--- src/bti_pkg.sv ---
// Shared constants and types for the bilinear table interpolator.
package bti_pkg;

  localparam int DefMaxXPoints = 16;
  localparam int DefMaxYPoints = 16;

  localparam logic [1:0] ModeWrX   = 2'd0;
  localparam logic [1:0] ModeWrY   = 2'd1;
  localparam logic [1:0] ModeWrZ   = 2'd2;
  localparam logic [1:0] ModeQuery = 2'd3;

  localparam logic CfgXCount = 1'b0;
  localparam logic CfgYCount = 1'b1;

  // One accepted item as it travels from the front end to the back end.
  typedef struct packed {
    logic [1:0]  mode;
    logic [7:0]  index;
    logic [31:0] value;
    logic [31:0] qx;
    logic [31:0] qy;
  } bti_item_t;

  // Saturate a signed value of up to 66 bits to signed 32 bits.
  function automatic logic [31:0] sat32(input logic signed [65:0] v);
    if (v > 66'sh0_7FFF_FFFF) begin
      return 32'h7FFF_FFFF;
    end else if (v < -66'sh0_8000_0000) begin
      return 32'h8000_0000;
    end
    return v[31:0];
  endfunction

endpackage

--- src/bti_queue.sv ---
// Small item queue between the front end and the back end.
module bti_queue
  import bti_pkg::*;
(
  input  logic      clk,
  input  logic      rst,
  input  logic      push,
  input  bti_item_t push_data,
  output logic      full,
  input  logic      pop,
  output logic      empty,
  output bti_item_t pop_data
);

  localparam int Depth = 4;

  bti_item_t  mem [Depth];
  logic [1:0] wptr;
  logic [1:0] rptr;
  logic [2:0] count;

  assign full     = (count == 3'(Depth));
  assign empty    = (count == 3'd0);
  assign pop_data = mem[rptr];

  always_ff @(posedge clk) begin
    if (push && !full) begin
      mem[wptr] <= push_data;
    end
  end

  always_ff @(posedge clk) begin
    if (rst) begin
      wptr  <= '0;
      rptr  <= '0;
      count <= '0;
    end else begin
      if (push && !full) begin
        wptr <= wptr + 2'd1;
      end
      if (pop && !empty) begin
        rptr <= rptr + 2'd1;
      end
      count <= count + 3'(push && !full) - 3'(pop && !empty);
    end
  end

`ifndef SYNTHESIS
  a_no_overflow: assert property (@(posedge clk) disable iff (rst)
    count <= 3'(Depth)) else $error("queue count overflow");
  a_pop_dec: assert property (@(posedge clk) disable iff (rst)
    (pop && !empty && !push) |=> count == $past(count) - 3'd1)
    else $error("queue pop miscount");
  a_push_inc: assert property (@(posedge clk) disable iff (rst)
    (push && !full && !pop) |=> count == $past(count) + 3'd1)
    else $error("queue push miscount");
`endif

endmodule

--- config.mk ---
export PLATFORM = sky130hd
export DESIGN_NAME = bti_queue
export DESIGN_NICKNAME = d
export VERILOG_FILES = /design/src/bti_pkg.sv /design/src/bti_queue.sv
export SDC_FILE = /design/constraint.sdc
export NUM_CORES = 1
export LEC_CHECK = 0
export ABC_AREA = 1
export BUFFER_PORTS_ARGS = -buffer_cell sky130_fd_sc_hd__buf_2
export CAP_MARGIN = 0
export CORE_MARGIN = 10
export CORE_UTILIZATION = 43
export CTS_CLUSTER_SIZE = 12
export DETAILED_ROUTE_END_ITERATION = 16
export HOLD_SLACK_MARGIN = 0.02
export PLACE_DENSITY = 0.66
export SLEW_MARGIN = 5
export SYNTH_ARGS = -nofsm -noshare
export SYNTH_HDL_FRONTEND = slang
export SYNTH_SLANG_ARGS = --single-unit
export TNS_END_PERCENT = 10
--- constraint.sdc ---
create_clock -name clk -period 8 [get_ports clk]
set_input_delay 0.4 -clock clk [delete_from_list [all_inputs] [get_ports clk]]
set_output_delay 0.4 -clock clk [all_outputs]
set_load 0.005 [all_outputs]
==> reports/metrics.yaml, run 1 <==
start_util: 0.439
status: "complete, no violations"
synth_cell_types: 19
dp_slack_ns: 4.87
path_cells: "inv_6 -> buf_4 -> nor2_1 -> o22ai_1 -> buf_2"
root_buffer: "clkbuf_16"
cp-start-kind: "flip-flop"
wl_per_cell_um: 19.4
drcViolationCount: 0
tightest_slew_ns: 1.07
synth_compound_area_frac: 0.108
synth-async-reset-ratio: 0
maxCapViolCount: 0
utilization: 0.520
synth_cells: 1093
final.min_clock_period_ns: 3.72
ys_ff_latch: 433
cpLargestDelayFamily: "buffers and inverters"
via_per_inst: 5.27
grt_overflow_total: 0
rsz0062_at_grt: "no"
synth_commonest_cells: "edfxtp_1, nor2_1, o21ai_0, o22ai_1, o21ai_1"
area_delta_synth_final_pct: 18.5
ys.flop_type: "edfxtp_1"
whs_ns: 0.0532
grt_max_degree: 136
track_usage: 0.154
cts_setup_buffers: 0
power_mw: 5.98
synth-simple-area-share: 0.0564
rows: 70
synthTopCellsByArea: "edfxtp_1, nor2_1, o22ai_1"
clk_pin_slew_ns: 0.06
dp_cells: 1759
critical_path.max_stage_delay_ns: 0.81
setup_tns_ns: 0
post_cts_resized: 0
hold_class: "input pin to flip-flop"
first_iter_violations: 748
finalHoldViolCount: 0
grt_pass1_wl_um: 56300
fin_skew_ns: 0.0151
die_w_um: 214
ir_worst_vdd_mv: 0.240
maxSlewHeadroom: 0.285
dpl-instance-area_mm2: 0.0176
pin_count: 218
die_area_mm2: 0.0458
cts_buffers: 45
drive_above_1_share: 0.217
syn_avg_cell_area_um2: 14.8
synth_top_area_frac: 0.787
synth_edf_count: 424
critPathBufInv: 3
chipHeight_um: 214
synth-warning-count: 0
synthesis.area_mm2: 0.0162
postCtsHoldBufs: 21
final_cell_count_no_fill: 1862
synth_top_family_by_area: "compound AO/OA/AOI/OAI gates"
io_buffers: 217
core_area_mm2: 0.0369
crit_path_max_fanout: 135
nets: 1440
antenna_found_initial: 6
post-route-period-util: 0.465
cts_buffer_depth: 3
synthAdderAreaFrac: 0.00588
synth_most_common_cell: "edfxtp_1"
leakagePower_nw: 6.67
drv_slew: 0
dr.pass1.iters: 6
grt_pass1_vias: 9931
synth_top_cell_by_area: "edfxtp_1"
cts_tree: "built"
vias: 9804
cp_slowest_cell: "buf_4"
p_per_area_mw_per_mm2: 312
crit_arrival_ns: 3.32
setup_viol: 0
required_ns: 7.60
max_freq_mhz: 269
postRouteAntennaNets: 0
crit_type: "flip-flop to output pin"
synth_mux_area_frac: 0
stdcell_area_mm2: 0.0192
synth_nets: 1210
globalplace.congestion: 0.738
setup_slack_ns: 4.28
htreeDepth: 2
cp-end-kind: "output pin"
synth_xor_area_frac: 0
drt-total-wl_um: 36200
seq_area_frac_synth: 0.798
dp_hpwl_um: 20600
cts.sinks: 433
clkLatencyLatePin_ns: 0.56
worst paths after layout:
kind         cells after the start     startpoint  slack (ns)            to
max reg2reg                      6       count[1]        5.02    mem[2][96]
max                              5      flip-flop        4.28  pop_data[75]
min                              1  push_data[51]        0.05    mem[2][51]
min reg2reg                      2        rptr[0]        0.51       rptr[0]
state kept, by name (all words and copies together), names as in the netlist, named ones only:
name,count
mem,424
count,3
rptr,2
wptr,2
logic make-up (layout without fill, tap and decap cells):
family	after synthesis	after routing
DFF	433	433
AOI/OAI and AO/OA	323	323
and+or+nand+nor	242	242
buffers and inverters	88	347
adders and majority gates	7	7
other	0	6
placed cells by master, fill, tap and decap left out, drive strengths merged:
cell type | synthesis | final
buf | 40 | 230
dlygate4sd3 | 0 | 21
diode | 0 | 6
edfxtp | 424 | 424
inv | 20 | 21
nand3 | 4 | 4
fa | 1 | 1
clkinvlp | 0 | 1
a21oi | 5 | 5
nor2 | 226 | 226
o22ai | 106 | 106
clkbuf | 28 | 67
clkinv | 0 | 6
bufinv | 0 | 1
nand2 | 12 | 12
o21ai | 212 | 212
dfxtp | 9 | 9
ha | 6 | 6
routing by layer:
layer	part of all wire	track usage
met5	0.00036	0
met4	0.025	0.0581
met3	0.066	0.0400
met2	0.49	0.254
met1	0.42	0.191
final cells by class:
type	count	area [um^2]
Antenna cell	6	15.0
Clock buffer	67	1260
Clock inverter	9	77.6
Fill cell	3102	17700
Inverter	20	81.3
Multi-Input combinational cell	572	2790
Sequential cell	433	12900
Tap cell	504	631
Timing Repair Buffer	251	1390
power by group:
| part | switching [mW] | internal [mW] | leakage, nW |
|---|---|---|---|
| clock | 0.807 | 1.12 | 0.647 |
| combinational | 0.806 | 0.411 | 2.06 |
| sequential | 0.0785 | 2.77 | 3.96 |
Note: power is estimated with default switching activity, not from simulation.
==> run 2, diff against run 1 <==
- PLACE_DENSITY: 0.66 -> 0.69
- clock period: 8 -> 3.4 ns (I/O delays scaled with it)
==> run 2 against run 1 <==
- routed wire length grew 3.6%
- utilization rose by 2.9 points
- setup slack got worse by 3.6 ns
- critical path depth shrank 1
- sequential power grew 130%
- clock-buffer cell count down 6
- via count rose by 3.5%
- final area grew 5.6%
- largest power group unchanged
- highest routed layer unchanged
==> reports/metrics.yaml, run 2 (synthesis results as in run 1) <==
status: "complete, no violations"
cp-end-kind: "output pin"
vias: 10100
dr.pass1.iters: 5
post_cts_resized: 0
crit_path_max_fanout: 212
grt_pass1_wl_um: 58500
crit_arrival_ns: 2.52
fin_skew_ns: 0.00925
largest-register: "mem"
drive_above_1_share: 0.206
rsz0062_at_grt: "no"
drcViolationCount: 0
utilization: 0.549
largest_reg_flops: 424
setup_slack_ns: 0.708
path_cells: "buf_12 -> o21ai_0 -> o22ai_1 -> buf_2"
leakagePower_nw: 7.11
nets: 1532
critPathBufInv: 2
tightest_slew_ns: 1.18
required_ns: 3.23
globalplace.congestion: 0.718
drt-total-wl_um: 37500
root_buffer: "clkbuf_16"
cts_buffer_depth: 3
cts.sinks: 433
antenna_found_initial: 6
via_per_inst: 5.19
dp_hpwl_um: 20400
setup_tns_ns: 0
chipHeight_um: 214
crit_type: "flip-flop to output pin"
drv_slew: 0
track_usage: 0.159
top_regs: "mem: 424 flops, count: 3 flops"
clk_pin_slew_ns: 0.06
grt_pass1_vias: 10300
die_area_mm2: 0.0458
critical_path.max_stage_delay_ns: 0.46
post-route-period-util: 0.792
layout_commonest_cell: "edfxtp_1"
postRouteAntennaNets: 0
ir_worst_vdd_mv: 0.545
setup_viol: 0
rows: 70
dp_slack_ns: 1.20
postCtsHoldBufs: 109
core_area_mm2: 0.0369
htreeDepth: 2
final.min_clock_period_ns: 2.69
grt_overflow_total: 0
area_delta_synth_final_pct: 25.1
cp-start-kind: "flip-flop"
start_util: 0.439
hold_class: "input pin to flip-flop"
cts_tree: "built"
cts_buffers: 46
io_buffers: 217
cpLargestDelayFamily: "buffers and inverters"
max_freq_mhz: 372
finalHoldViolCount: 0
maxCapViolCount: 0
layout_common_cells: "edfxtp_1, nor2_1, buf_2"
die_w_um: 214
r2r_slack_ns: 1.20
wl_per_cell_um: 19.2
grt_max_degree: 213
cp_slowest_cell: "buf_12"
pin_count: 218
cts_setup_buffers: 0
p_per_area_mw_per_mm2: 711
first_iter_violations: 705
clkLatencyLatePin_ns: 0.55
maxSlewHeadroom: 0.215
==> run 2: cell types whose count changed in the layout (fill, tap and decap cells not counted) <==
cell	before	now
clkbuf_8	1	0
diode_2	6	4
inv_6	3	2
clkinv_1	2	9
buf_4	13	6
bufinv_16	1	3
clkinvlp_4	1	2
clkinv_2	4	5
buf_12	0	10
clkbuf_1	19	14
dlygate4sd3_1	21	109
==> run 2: tightest hold or removal path: cells and delay by family <==
kind | cells | cell delay (ns)
buffers and inverters | 2 | 0.64
and+or+nand+nor | 1 | 0.05
==> run 2: worst paths after layout <==
check	from	endpoint	cells past startpoint
hold reg to reg	rptr[0]	rptr[0]	2
hold / removal	rst	count[1]	3
setup / recovery	flip-flop	pop_data[83]	4
setup reg to reg	count[1]	mem[3][47]	5
==> run 2: report_power, final <==
group / leakage [nW] / internal (mW) / switching (mW)
Clock: 0.673 / 2.75 / 1.90
Sequential: 3.96 / 6.50 / 0.152
Combinational: 2.48 / 1.09 / 2.00
Total: 7.11 / 10.3 / 4.05
==> run 2: per-stage QoR <==
step | instance area, um^2 | hold WS, ns | power [mW] | cells
after global routing | 20200 | 0.347 | 15.1 | 1954
after floorplan | 16200 | 0.241 | 8.52 | 1093
after detailed placement | 17800 | 0.377 | 9.79 | 1762
after CTS | 20200 | 0.311 | 14.6 | 1951
final | 20200 | 0.349 | 14.4 | 1955
after global placement | 17800 | 0.367 | 9.73 | 1762
==> run 2: metal layers <==
| layer | vias up | wire [um] | GRT usage |
|---|---|---|---|
| li1 | 4769 | - | - |
| met1 | 5002 | 15700 | 0.197 |
| met2 | 310 | 18300 | 0.263 |
| met3 | 61 | 2640 | 0.0445 |
| met4 | 4 | 823 | 0.0576 |
| met5 | - | 32 | 0 |
==> run 2: final cells by class <==
type | count | area (um^2)
fill | 2860 | 16600
sequential | 433 | 12900
multi-input combinational | 572 | 2790
timing repair buffer | 342 | 2420
clock buffer | 61 | 1230
tap | 504 | 631
clock inverter | 19 | 168
inverter | 20 | 81.3
antenna | 4 | 10.0
==> run 3, diff against run 2 <==
- ABC_AREA: 1 -> 0
- PLACE_DENSITY: 0.69 -> 0.67
- clock period: 3.4 -> 2.8 ns (I/O delays scaled with it)
==> run 3 against run 2 <==
- sequential cell count stayed put
- register-to-register slack worse by 0.75 ns
- total power is 18% higher
- worst hold slack worse by 0.015 ns
- clock power is 18% higher
- clock-buffer cell count is 5 higher
- setup slack worse by 0.34 ns
- die area is 2.4% lower
- utilization is 0.14 points higher
- synthesized cell count is 45% lower
- non-clock buffer count is 1 higher
- synthesized area is 2.6% lower
==> reports/metrics.yaml, run 3 <==
cts_buffer_depth: 3
hold_class: "input pin to flip-flop"
io_buffers: 217
maxSlewHeadroom: 0.644
whs_ns: 0.333
grt_max_degree: 63
finalHoldViolCount: 0
drive_above_1_share: 0.399
synth_commonest_cells: "edfxtp_1, mux4_2, buf_2, dfxtp_1, inv_1"
synth-async-reset-ratio: 0
grt_pass1_wl_um: 50000
final.min_clock_period_ns: 2.43
crit_type: "flip-flop to output pin"
required_ns: 2.66
cts_tree: "built"
synthTopCellsByArea: "edfxtp_1, mux4_2, dfxtp_1"
die_area_mm2: 0.0447
rows: 70
synth_cells: 605
nets: 1088
tightest_slew_ns: 0.533
cts.sinks: 433
post_cts_resized: 0
root_buffer: "clkbuf_16"
synth_edf_count: 424
postRouteAntennaNets: 0
cp-end-kind: "output pin"
chipHeight_um: 211
ir_worst_vdd_mv: 0.671
drt-total-wl_um: 31900
leakagePower_nw: 6.76
dr.pass1.iters: 4
synthesis.area_mm2: 0.0158
drv_slew: 0
layout_commonest_cell: "edfxtp_1"
cts_buffers: 46
track_usage: 0.145
use_met2: 0.234
grt_overflow_total: 0
die_w_um: 211
dp_hpwl_um: 19000
ys.flop_type: "edfxtp_1"
synth-warning-count: 0
status: "complete, no violations"
first_iter_violations: 465
pin_count: 218
grt_pass1_vias: 8517
use_met1: 0.188
post-route-period-util: 0.869
setup_tns_ns: 0
area_delta_synth_final_pct: 27.0
fin_skew_ns: 0.0114
top_regs: "mem: 424 flops, count: 3 flops"
drcViolationCount: 0
synth_most_common_cell: "edfxtp_1"
layout_common_cells: "edfxtp_1, buf_2, dlygate4sd3_1"
synth_top_cell_by_area: "edfxtp_1"
busiest_layer: "met2"
rsz0062_at_grt: "no"
max_freq_mhz: 411
synth_cell_types: 24
largest-register: "mem"
maxCapViolCount: 0
cp-start-kind: "flip-flop"
via_per_inst: 5.10
core_area_mm2: 0.0363
syn_avg_cell_area_um2: 26.0
largest_reg_flops: 424
synth_top_area_frac: 0.808
crit_arrival_ns: 2.29
wl_per_cell_um: 21.6
ys_ff_latch: 433
p_per_area_mw_per_mm2: 852
start_util: 0.433
clkLatencyLatePin_ns: 0.56
clk_pin_slew_ns: 0.06
fillCellCount: 2715
globalplace.congestion: 0.697
setup_viol: 0
vias: 7528
htreeDepth: 2
synth_nets: 722
grt_use_met3: 0.0393
crit_path_max_fanout: 23
antenna_found_initial: 3
seq_area_frac_synth: 0.820
-- run 3: cell types whose count changed after synthesis, sizes merged, moves of 12 or more --
cell / change
nor2: -222
o21ai: -210
mux4: +106
o22ai: -106
buf: -22
clkbuf: -21
inv: -12
-- run 3: power breakdown --
group	switching, mW	total, mW	internal (mW)
Sequential	0.231	8.02	7.79
Combinational	1.67	3.56	1.89
Clock	2.30	5.49	3.19
-- run 3: metal layers --
| layer | part of all wire | routed length [um] | vias up |
|---|---|---|---|
| met5 | 0 | 0 | - |
| met4 | 0.022 | 700 | 0 |
| met3 | 0.075 | 2390 | 49 |
| met2 | 0.49 | 15500 | 264 |
| met1 | 0.42 | 13300 | 3886 |
| li1 | - | - | 3329 |
-- run 3: timing repair --
item	CTS	global route
setup buffers	0	0
hold buffers	109	0
endpoints found under the hold margin	433	0
-- run 3: cell families (layout without fill, tap and decap cells) --
| logic type | after synthesis | after routing | synth area share |
|---|---|---|---|
| XOR/XNOR | 3 | 3 | 0.00167 |
| other | 0 | 3 | 0 |
| flip-flops | 433 | 433 | 0.820 |
| AND/OR/NAND/NOR | 17 | 17 | 0.00595 |
| buffers and inverters | 33 | 433 | 0.0129 |
| adder cells (fa/ha/maj) | 7 | 7 | 0.00604 |
| multiplexers | 107 | 107 | 0.152 |
| AO/OA/AOI/OAI | 5 | 5 | 0.00175 |
-- run 3: critical path: stages (launching register included) --
cell and delay, ns:
dfxtp_4 0.69, buf_4 0.33, mux4_2 0.56, buf_2 0.15
-- run 3: metrics by stage --
step	power (mW)	area (um^2)	utilization	cells	setup WS, ns
floorplan	10.2	15800	-	605	-0.900
global placement	11.6	17500	0.483	1282	0.487
detailed placement	11.7	17500	0.483	1282	0.437
CTS	17.3	20000	0.550	1473	0.257
global route	17.9	20000	0.551	1476	0.110
finish	17.1	20000	0.551	1476	0.367
-- run 3: path summary, 6_finish.rpt --
check / start / to / slack, ns / depth (start not counted)
hold reg to reg: wptr[1] / wptr[1] / 0.51 / 2
hold / removal: push_data[47] / mem[2][47] / 0.33 / 2
setup / recovery: flip-flop / pop_data[33] / 0.37 / 3
setup reg to reg: count[2] / count[2] / 0.45 / 10
-- run 3: cell type report --
cell class,instances,area (um^2),area share
Antenna cell,3,7.51,0.000375
Sequential cell,433,12900,0.646
Timing Repair Buffer,343,2450,0.123
Tap cell,468,586,0.0293
Inverter,8,30.0,0.00150
Clock inverter,16,73.8,0.00369
Clock buffer,66,1290,0.0645
Multi-Input combinational cell,139,2650,0.132
